## src/hw/rtl/ipv4_address_blocklist_table_assert.svh

```systemverilog
// assertion macros used by the blocklist table top level
`ifndef IPV4_ADDRESS_BLOCKLIST_TABLE_ASSERT_SVH
`define IPV4_ADDRESS_BLOCKLIST_TABLE_ASSERT_SVH

// same-cycle implication, sampled on clk, off during reset
`define ASSERT_IMPLIES(name, cond, prop, msg) \
	name: assert property (@(posedge clk) disable iff (!arst_n) (cond) |-> (prop)) \
		else $error(msg);

// next-cycle implication, sampled on clk, off during reset
`define ASSERT_NEXT(name, cond, prop, msg) \
	name: assert property (@(posedge clk) disable iff (!arst_n) (cond) |=> (prop)) \
		else $error(msg);

`endif

```

## src/hw/rtl/ipv4bl_pkg.sv

```systemverilog
// types and constants shared by the blocklist table modules
package ipv4bl_pkg;

	localparam int ADDR_W     = 32;
	localparam int OPCODE_W   = 2;
	localparam int ENT_CNT_W  = 5;
	localparam int S_TDATA_W  = 32;
	localparam int M_TDATA_W  = 8;

	typedef enum logic [OPCODE_W-1:0] {
		OP_LOOKUP = 2'd0,
		OP_ADD    = 2'd1,
		OP_DELETE = 2'd2
	} op_t;

	typedef enum logic {
		ST_IDLE  = 1'b0,
		ST_APPLY = 1'b1
	} state_t;

	// broadcast control to every cell of the chain
	typedef struct packed {
		logic cmp;  // compare stored entry against the incoming address
		logic ins;  // shift the chain up, key enters at cell 0
		logic del;  // cells at or above the hit take their upper neighbor
	} cell_ctl_t;

endpackage

```

## src/hw/rtl/ipv4bl_cell.sv

```systemverilog
// one table slot: stored address, local compare and neighbor shifting
module ipv4bl_cell #(
	parameter int IDX = 0,
	parameter int CW  = 5
) (
	input  logic                        clk,
	input  ipv4bl_pkg::cell_ctl_t       ctl,
	input  logic [CW-1:0]               count,
	input  logic [ipv4bl_pkg::ADDR_W-1:0] key,
	input  logic [ipv4bl_pkg::ADDR_W-1:0] prev_addr,
	input  logic [ipv4bl_pkg::ADDR_W-1:0] next_addr,
	input  logic                        seen_in,
	output logic [ipv4bl_pkg::ADDR_W-1:0] addr,
	output logic                        hit,
	output logic                        seen_out
);
	import ipv4bl_pkg::*;

	localparam logic [CW-1:0] IDX_C = CW'(IDX);

	logic [ADDR_W-1:0] addr_q;
	logic              hit_q;

	// slot is live only below the fill level
	always_ff @(posedge clk) begin
		if (ctl.cmp) begin
			hit_q <= (addr_q == key) && (count > IDX_C);
		end
	end

	// insert shifts up, delete closes the gap from above
	always_ff @(posedge clk) begin
		if (ctl.ins) begin
			addr_q <= prev_addr;
		end else if (ctl.del && seen_out) begin
			addr_q <= next_addr;
		end
	end

	assign seen_out = seen_in | hit_q;
	assign addr     = addr_q;
	assign hit      = hit_q;

endmodule

```

## src/hw/rtl/ipv4bl_ctrl.sv

```systemverilog
// request sequencing, fill count and result register
module ipv4bl_ctrl #(
	parameter int MAX_ENTRIES = 16,
	parameter int CW          = 5
) (
	input  logic                            clk,
	input  logic                            arst_n,
	input  logic                            s_tvalid,
	output logic                            s_tready,
	input  logic [ipv4bl_pkg::OPCODE_W-1:0] s_tuser,
	input  logic [ipv4bl_pkg::S_TDATA_W-1:0] s_tdata,
	output logic                            m_tvalid,
	input  logic                            m_tready,
	output logic [ipv4bl_pkg::M_TDATA_W-1:0] m_tdata,
	input  logic                            any_hit,
	output ipv4bl_pkg::cell_ctl_t           ctl,
	output logic [ipv4bl_pkg::ADDR_W-1:0]   key,
	output logic [CW-1:0]                   count
);
	import ipv4bl_pkg::*;

	localparam logic [CW-1:0] MAX_C = CW'(MAX_ENTRIES);

	state_t            state_q, state_d;
	op_t               op_q;
	logic [ADDR_W-1:0] key_q;
	logic [CW-1:0]     count_q, count_d;
	logic              m_valid_q;
	logic              drop_q, drop_d;
	logic              status_q, status_d;
	logic              accept;
	logic              go;
	logic              full;

	assign accept = s_tvalid && s_tready;
	assign go     = (state_q == ST_APPLY) && (!m_valid_q || m_tready);
	assign full   = (count_q >= MAX_C);

	// next state
	always_comb begin
		state_d = state_q;
		unique case (state_q)
			ST_IDLE: begin
				if (accept) begin
					state_d = ST_APPLY;
				end
			end
			ST_APPLY: begin
				if (go) begin
					state_d = ST_IDLE;
				end
			end
		endcase
	end

	// outputs: cell commands and the result of the request
	always_comb begin
		s_tready = (state_q == ST_IDLE);
		ctl      = '0;
		ctl.cmp  = accept;
		drop_d   = 1'b0;
		status_d = 1'b0;
		count_d  = count_q;
		if (go) begin
			unique case (op_q)
				OP_LOOKUP: begin
					drop_d = any_hit;
				end
				OP_ADD: begin
					if (full) begin
						status_d = 1'b1;
					end else if (!any_hit) begin
						ctl.ins = 1'b1;
						count_d = count_q + 1'b1;
					end
				end
				OP_DELETE: begin
					if (any_hit) begin
						ctl.del = 1'b1;
						count_d = count_q - 1'b1;
					end
				end
				default: begin
				end
			endcase
		end
	end

	// control state
	always_ff @(posedge clk or negedge arst_n) begin
		if (!arst_n) begin
			state_q   <= ST_IDLE;
			count_q   <= '0;
			m_valid_q <= 1'b0;
		end else begin
			state_q <= state_d;
			count_q <= count_d;
			if (go) begin
				m_valid_q <= 1'b1;
			end else if (m_tready) begin
				m_valid_q <= 1'b0;
			end
		end
	end

	// request capture and result payload
	always_ff @(posedge clk) begin
		if (accept) begin
			op_q  <= op_t'(s_tuser);
			key_q <= s_tdata[ADDR_W-1:0];
		end
		if (go) begin
			drop_q   <= drop_d;
			status_q <= status_d;
		end
	end

	// count only moves together with a new result, so it is read directly
	assign m_tvalid = m_valid_q;
	assign m_tdata  = {1'b0, ENT_CNT_W'(count_q), status_q, drop_q};
	assign key      = key_q;
	assign count    = count_q;

endmodule

```

## src/hw/rtl/ipv4_address_blocklist_table.sv

```systemverilog
// top level of the ipv4 address blocklist table
//
// Requests enter on the s_ stream: s_tuser carries the opcode (lookup, add,
// delete), s_tdata the address. Every request gives exactly one result on
// the m_ stream: drop, full status and the entry count after the request.
// The table is a chain of cells, one address each. On the accept edge every
// cell compares its entry with the address; the hits are then combined along
// the chain, and once the result register is free the table is updated: an
// add of a new address to a table with room shifts the chain up with the new
// address entering at cell 0, a delete pulls the cells at and above the hit
// down by one. m_tvalid rises at the update edge; a new request can be
// accepted only after that update, set by the compare cycle followed by the
// update cycle of the cell chain.
// s_tready is high while no request is being applied, also while a result
// waits for m_tready; if the receiver stalls, the next request waits in the
// update cycle until the result register frees up.
// Reset empties the table (count zero) at once; no clearing pass is needed.
`include "ipv4_address_blocklist_table_assert.svh"

module ipv4_address_blocklist_table #(
	parameter int MAX_ENTRIES = 16
) (
	input  logic        clk,
	input  logic        arst_n,
	input  logic        s_tvalid,
	output logic        s_tready,
	input  logic [1:0]  s_tuser,   // [1:0] opcode
	input  logic [31:0] s_tdata,   // [31:0] address
	output logic        m_tvalid,
	input  logic        m_tready,
	output logic [7:0]  m_tdata    // [0] drop, [1] status, [6:2] entry_count, [7] zero
);
	import ipv4bl_pkg::*;

	localparam int CW = $clog2(MAX_ENTRIES + 1);

	cell_ctl_t         ctl;
	logic [ADDR_W-1:0] key;
	logic [CW-1:0]     count;
	logic [ADDR_W-1:0] cell_addr [MAX_ENTRIES];
	logic [MAX_ENTRIES-1:0] hits;
	logic [MAX_ENTRIES:0]   seen;

	ipv4bl_ctrl #(
		.MAX_ENTRIES(MAX_ENTRIES),
		.CW         (CW)
	) u_ctrl (
		.clk     (clk),
		.arst_n  (arst_n),
		.s_tvalid(s_tvalid),
		.s_tready(s_tready),
		.s_tuser (s_tuser),
		.s_tdata (s_tdata),
		.m_tvalid(m_tvalid),
		.m_tready(m_tready),
		.m_tdata (m_tdata),
		.any_hit (seen[MAX_ENTRIES]),
		.ctl     (ctl),
		.key     (key),
		.count   (count)
	);

	assign seen[0] = 1'b0;

	// the cell chain; cell 0 takes the key on insert, the top cell keeps itself
	for (genvar i = 0; i < MAX_ENTRIES; i++) begin : g_cell
		logic [ADDR_W-1:0] prev_addr;
		logic [ADDR_W-1:0] next_addr;

		if (i == 0) begin : g_first
			assign prev_addr = key;
		end else begin : g_mid
			assign prev_addr = cell_addr[i-1];
		end

		if (i == MAX_ENTRIES - 1) begin : g_last
			assign next_addr = cell_addr[i];
		end else begin : g_below
			assign next_addr = cell_addr[i+1];
		end

		ipv4bl_cell #(
			.IDX(i),
			.CW (CW)
		) u_cell (
			.clk      (clk),
			.ctl      (ctl),
			.count    (count),
			.key      (s_tdata[ADDR_W-1:0]),
			.prev_addr(prev_addr),
			.next_addr(next_addr),
			.seen_in  (seen[i]),
			.addr     (cell_addr[i]),
			.hit      (hits[i]),
			.seen_out (seen[i+1])
		);
	end

	// checks on the table logic
	`ASSERT_IMPLIES(a_count_max, 1'b1, count <= CW'(MAX_ENTRIES), "entry count above table size")
	`ASSERT_IMPLIES(a_ins_del, ctl.ins || ctl.del, !(ctl.ins && ctl.del) && !s_tready,
		"insert and delete together or outside update cycle")
	`ASSERT_IMPLIES(a_hit_unique, !s_tready, $onehot0(hits), "address held in more than one cell")
	`ASSERT_NEXT(a_busy_after_accept, s_tvalid && s_tready, !s_tready,
		"request accepted without an update cycle")

endmodule

```

## config.mk

```make
export PLATFORM = sky130hd
export DESIGN_NAME = ipv4_address_blocklist_table
export DESIGN_NICKNAME = d
export VERILOG_FILES = /design/src/hw/rtl/ipv4bl_pkg.sv /design/src/hw/rtl/ipv4bl_cell.sv /design/src/hw/rtl/ipv4bl_ctrl.sv /design/src/hw/rtl/ipv4_address_blocklist_table.sv
export VERILOG_INCLUDE_DIRS = /design/src /design/src/hw/rtl
export SDC_FILE = /design/constraint.sdc
export NUM_CORES = 1
export LEC_CHECK = 0
export BUFFER_PORTS_ARGS = -buffer_cell sky130_fd_sc_hd__buf_4
export CORE_MARGIN = 2
export CORE_UTILIZATION = 30
export DETAILED_ROUTE_END_ITERATION = 7
export GPL_TIMING_DRIVEN = 0
export PLACE_DENSITY = 0.44
export SYNTH_ARGS = -nofsm -noshare
export SYNTH_HDL_FRONTEND = slang
export SYNTH_SLANG_ARGS = --single-unit
```

## constraint.sdc

```tcl
create_clock -name clk -period 9.6 [get_ports clk]
set_clock_uncertainty 0.15 [all_clocks]
set_input_delay 2.4 -clock clk [delete_from_list [all_inputs] [get_ports clk]]
set_output_delay 2.4 -clock clk [all_outputs]
set_load 0.1 [all_outputs]
```

; ---- Word level (Yosys, flattened, before mapping)
; Index checks and enable logic that the tools add are counted.
[totals]
ff_bits = 571
input_bits = 38
output_inout_bits = 10
elab_cells = 195
[op_classes]
n_addsub = 2
n_lt_le_gt_ge = 17
eq_ne = 21
mux = 46
bitwise = 16
reduce_logical = 54
[ops]
columns = cell, count
row1 = 32-bit 2-to-1 mux, 30
row2 = 32-bit equality test, 16
row3 = "5-bit by 4-bit > comparator with 1-bit output, second input constant", 8
row4 = 2-bit nonzero test, 17
row5 = 1-bit logical AND, 33
row6 = "5-bit by 3-bit > comparator with 1-bit output, second input constant", 4
row7 = 5-bit 2-to-1 mux, 3
row8 = 1-bit OR, 15
row9 = "5-bit by 1-bit > comparator with 1-bit output, second input constant", 2
row10 = "5-bit by 2-bit > comparator with 1-bit output, second input constant", 2
row11 = 1-bit 2-to-1 mux, 10
row12 = 5-bit case mux with 2 select lines, 1
row13 = "5-bit by 1-bit adder with 5-bit output, second input constant", 1
row14 = "5-bit greater-or-equal comparator, second input constant", 1
row15 = 5-bit AND reduction, 1
row16 = "5-bit by 1-bit subtractor with 5-bit output, second input constant", 1
row17 = "2-bit != test, second input constant", 2
row18 = "2-bit by 1-bit equality test with 1-bit output, second input constant", 1
row19 = "2-bit equality test, second input constant", 1
row20 = 2-bit zero test, 1
row21 = 2-bit 2-to-1 mux, 1
row22 = "2-bit by 1-bit != test with 1-bit output, second input constant", 1
row23 = 1-bit case mux with 2 select lines, 1
row24 = 1-bit zero test, 1
row25 = other kinds (2), 2

; ---- Longest topological paths before layout
[logic_depth]
word_depth = 22
mapped_depth = 8
mapped_depth_nobuf = 7

; ---- Modules after synthesis
; From an unflattened synthesis, not the netlist that was laid out.
[hier_totals]
cells_unflattened = 1937
area_unflattened_um2 = 29724.8
[modules_own_cells]
columns = mod, n_inst, cells_per_inst, area_each_um2, seq_area_each_um2
row1 = ipv4bl_cell (g_cell[11].u_cell ...), 4, 115, 1747.9, 991.0
row2 = ipv4bl_cell (g_cell[2].u_cell ...), 2, 115, 1773.0, 991.0
row3 = ipv4bl_cell (g_cell[4].u_cell ...), 2, 116, 1749.2, 991.0
row4 = ipv4bl_cell (g_cell[1].u_cell), 1, 116, 1771.7, 991.0
row5 = ipv4bl_cell (g_cell[12].u_cell), 1, 116, 1770.4, 991.0
row6 = ipv4bl_cell (g_cell[8].u_cell), 1, 115, 1762.9, 991.0
row7 = ipv4bl_cell (g_cell[10].u_cell), 1, 116, 1759.2, 991.0
row8 = ipv4bl_cell (g_cell[0].u_cell), 1, 116, 1755.4, 991.0
row9 = ipv4bl_cell (g_cell[13].u_cell), 1, 115, 1745.4, 991.0
row10 = ipv4bl_cell (g_cell[7].u_cell), 1, 115, 1741.7, 991.0
row11 = ipv4bl_cell (g_cell[15].u_cell), 1, 115, 1740.4, 991.0
row12 = ipv4bl_ctrl, 1, 90, 1637.8, 1256.2
row13 = ipv4_address_blocklist_table, 1, 1, 3.8, 0.0

; ---- Worst setup path before layout
; Ideal clock, no wire load.
[synth_path]
path_type = input port to flip-flop
start = input m_tready
end = register g_cell[15].u_cell.addr_q[0], enable pin
setup_time_ns = 0.501
arrival_ns = 5.744
t_required_ns = 8.949
slack_ns = 3.204
stages = 3
n_path_buf = 0
path_cell_list = nand2b_1 nand3_1 nor4_1
[synth_lines]
columns = element, line
row1 = start: declaration, ipv4_address_blocklist_table.sv:30  ; input logic m_tready,
row2 = end signal: assignment, ipv4bl_cell.sv:34  ; addr_q <= prev_addr;
row3 = end signal: assignment, ipv4bl_cell.sv:36  ; addr_q <= next_addr;
row4 = end: declaration, ipv4bl_cell.sv:21  ; logic [ADDR_W-1:0] addr_q;

; ---- Worst setup path in the final report
[layout_path]
start = input s_tdata[21]
end = register g_cell[9].u_cell.hit_q, data pin
[layout_via]
elab_chain_cells = 2
[layout_rtl]
columns = element, line
row1 = start: declaration, ipv4_address_blocklist_table.sv:28  ; input logic [31:0] s_tdata,
row2 = 32-bit equality test, ipv4bl_cell.sv:27  ; hit_q <= (addr_q == key) && (count > IDX_C);
row3 = 1-bit logical AND, ipv4bl_cell.sv:27
row4 = end signal: assignment, ipv4bl_cell.sv:27
row5 = end: declaration, ipv4bl_cell.sv:22  ; logic hit_q;
; Every way passes these cells.
; A chain may end at the register's enable or synchronous reset.

==> summary.md <==
| Metric | Value |
|---|---|
| Final Net Count | `approximately 3200` |
| Fin. max-slew vios | `35` |
| Most common library cells after synthesis | `nand2_1, edfxtp_1, xor2_1` |
| Detail Route Antenna Nets | `0` |
| I/O pin count | `48` |
| Fmax | `about 0.16 GHz` |
| Worst R2R Path Depth | `7` |
| Post-Syn Instances | `approximately 3000` |
| Syn Area/Cell | `9.89 um^2` |
| NetSw | `1.80 mW` |
| Worst r2r src | `u_ctrl.op_q[0]` |
| Largest net degree at the start of global routing | `33` |
| Clock network power share | `between 40% and 50%` |
| Post-CTS Resized | `0` |
| Final hold vios | `0` |
| CTS tree | `yes` |
| Failing checks | `DRC, capacitance limit, slew limit` |
| Core ar. | `98100 um^2` |
| Crit start category | `input port` |
| Min-delay worst type | `flop to flop` |
| Status | `finished, violations left` |
| Largest area contributor in the netlist | `edfxtp_1` |
| Global-route wire length before repair | `about 180000 um` |
| Pwr Total | `about 6.3 mW` |
| Worst Max-Slew Pin Slew | `around 1.6 ns` |
| Seq/Total Area, Yosys | `between 50% and 60%` |
| Power per Cell Area | `approximately 180 nW/um^2` |
| Starting Density | `30.2%` |
| Worst Setup EP | `g_cell[9].u_cell.hit` |
| Die area | `about 100000 um^2` |
| #FFs+latches synth | `571` |
| Required @ worst endpoint | `just under 10 ns` |
| H-tree levels | `3` |
| Rows | `around 120` |
| Crit path launch | `s_tdata[21]` |
| Final setup fails | `0` |
| Top cell type's share of synthesized area | `a little under three fifths` |
| Part of the power in registers | `a little under half` |
| Setup repair bufs after CTS | `0` |
| Cts bufs inserted | `69` |
| GRT Overall Usage | `roughly a quarter` |
| Gr ovfl total | `0` |
| Root buf cell | `clkbuf_16` |
| Fraction of the cycle the final worst path needs | `between 60% and 70%` |
| Ys async rst share | `under 10%` |
| Crit path kind | `input port to flop` |
| I/O Buffers | `46` |
| Antenna violations before repair | `6` |
| Mapped Area | `a little under 30000 um^2` |
| RSZ-0062 raised after global routing | `false` |
| Critical Path Fanout Max | `10` |
| Drt pass-1 iters | `8` |
| DR iter-0 viols | `approximately 3100` |
| Critical Path End Type | `flop` |
| Sw Share | `between 20% and 30%` |
| Routed wire per std cell | `between 20 and 30 um` |
| Post-synth EDFFs | `~560` |
| Most numerous cell in the Yosys netlist | `nand2_1` |
| Main area contributors after synthesis | `edfxtp_1, nand2_1, xor2_1` |
| Clk sink count | `571` |
| Critical path data arrival time | `between 6 and 7 ns` |
| Tmin final | `6.11 ns` |
| Die Y | `318 um` |
| Hold Buf Count CTS | `0` |
| Die span in x | `318 um` |
| Synth Flop Type | `edfxtp_1` |
| Clock buffer depth | `3` |
| Flop2flop setup slack | `5.41 ns` |
| Vias post-DR | `~23000` |
| FF-to-FF End | `g_cell[9].u_cell.addr[12]` |
| Fraction of layout cells with a size suffix above 1 | `under 10%` |
| Synth warn | `0` |
| Cell Int Power | `between 4 and 5 mW` |
| # Max-Cap Violations | `4` |
| Dpl hpwl | `slightly below 100000 um` |
| Combinational cell fraction of total power | `a little under an eighth` |
| Yosys cell types | `43` |
| Peak VDD IR | `115 uV` |
| Vias in the first global route | `between 20000 and 25000` |
| Vias per inst | `5.21` |
| DRC viols | `1` |
| Clk_lat worst skew | `around 0.64 ns` |
| Area Overhead vs Synth | `15.3%` |
| Setup TNS | `0 ns` |
| Worst slew margin | `-3.92%` |
| Final wirelength | `approximately 130000 um` |
| Syn Nets | `slightly above 3000` |
| LEAKAGE | `between 10 and 15 nW` |
| Final estimated routing congestion in global placement | `between 0.9 and 1` |
| Reg clk slew, reported paths | `about 0.060 ns` |
[placed cells by master, fill, tap and decap left out, types with 5 or more instances in the layout]
| cell type | count |
|---|---|
| o21ai_4 | 8 |
| nor2_1 | 9 |
| a2111oi_0 | 6 |
| inv_1 | 9 |
| clkinv_1 | 10 |
| clkinv_2 | 5 |
| a31oi_1 | 5 |
| clkbuf_16 | 70 |
| nand2_1 | 1455 |
| nand2_2 | 6 |
| nand4_1 | 55 |
| clkbuf_2 | 13 |
| nor4_1 | 99 |
| nand3_1 | 19 |
| buf_2 | 95 |
| xnor2_1 | 188 |
| nor3_1 | 8 |
| xor2_1 | 328 |
| o21ai_0 | 6 |
| buf_4 | 53 |
| clkbuf_1 | 86 |
| edfxtp_1 | 564 |
| dfrtp_1 | 7 |
| ha_1 | 6 |
| buf_12 | 10 |
| or4_1 | 5 |
[sequential cells by signal, indices dropped and copies added (netlist names)]
register / flops
g_cell.u_cell.addr: 512
g_cell.u_cell.hit: 16
u_ctrl.count: 5
u_ctrl.drop_q: 1
u_ctrl.key: 32
u_ctrl.m_tvalid: 1
u_ctrl.op_q: 2
u_ctrl.state_q: 1
u_ctrl.status_q: 1
[power by group through the flow]
stage	logic [mW]	clock network, mW	registers [mW]
final	0.732	2.53	3.00
after floorplan	0.352	0	3.04
after CTS	0.720	2.55	2.99
after detailed placement	0.716	0	3.04
after global placement	0.692	0	3.06
after global routing	0.767	2.63	3.00
[cells by family after synthesis]
| family | share of synthesized area (%) |
|---|---|
| fa+ha+maj | 0.254 |
| compound gates | 0.837 |
| xor+xnor | 15.3 |
| buf+inv | 2.85 |
| flops | 57.8 |
| simple gates | 22.9 |
| mux | 0.0676 |
| other cells | 0.0127 |
[worst max-delay path, cell delays in order]
cell and delay (ns):
buf_4 0.08, clkbuf_1 1.02, buf_1 1.15, xor2_1 0.12, a2111oi_0 0.50, nand3_1 0.19, nor4_1 0.80
[layer usage]
metal / GRT usage [%] / routed length (um)
met1: 35.4 / 56000
met2: 40.2 / 59300
met3: 4.56 / 11200
met4: 10.3 / 5850
met5: 0 / 13
[layout make-up]
cell class	count	area, um^2
Inverter	9	33.8
Buffer	181	841
Fill cell	10300	64000
Sequential cell	571	17100
Clock inverter	24	170
Tap cell	1287	1610
Clock buffer	95	1890
Antenna cell	2	5.00
Timing Repair Buffer	67	718
Multi-Input combinational cell	2234	11800
[metrics by stage]
step	hold WS [ns]	area [um^2]	setup WS, ns	util [%]	instances
floorplan	0.321	29600	3.20	-	2995
global placement	0.347	31600	0.175	32.2	4328
detailed placement	0.339	32100	3.06	32.7	4347
CTS	0.362	34100	3.72	34.8	4466
global route	0.380	34100	3.60	34.8	4468
finish	0.362	34100	3.49	34.8	4470
[worst min path at each step]
stage / start / end / depth (start not counted)
after floorplan: g_cell[14].u_cell.addr[31] / g_cell[15].u_cell.addr[31] / 0
after global placement: u_ctrl.key[31] / g_cell[0].u_cell.addr[31] / 2
after detailed placement: g_cell[14].u_cell.addr[24] / g_cell[15].u_cell.addr[24] / 0
after CTS: g_cell[14].u_cell.addr[1] / g_cell[15].u_cell.addr[1] / 0
after global routing: g_cell[14].u_cell.addr[29] / g_cell[15].u_cell.addr[29] / 0
final: g_cell[14].u_cell.addr[26] / g_cell[15].u_cell.addr[26] / 0
Power figures use the tool's default switching activity.
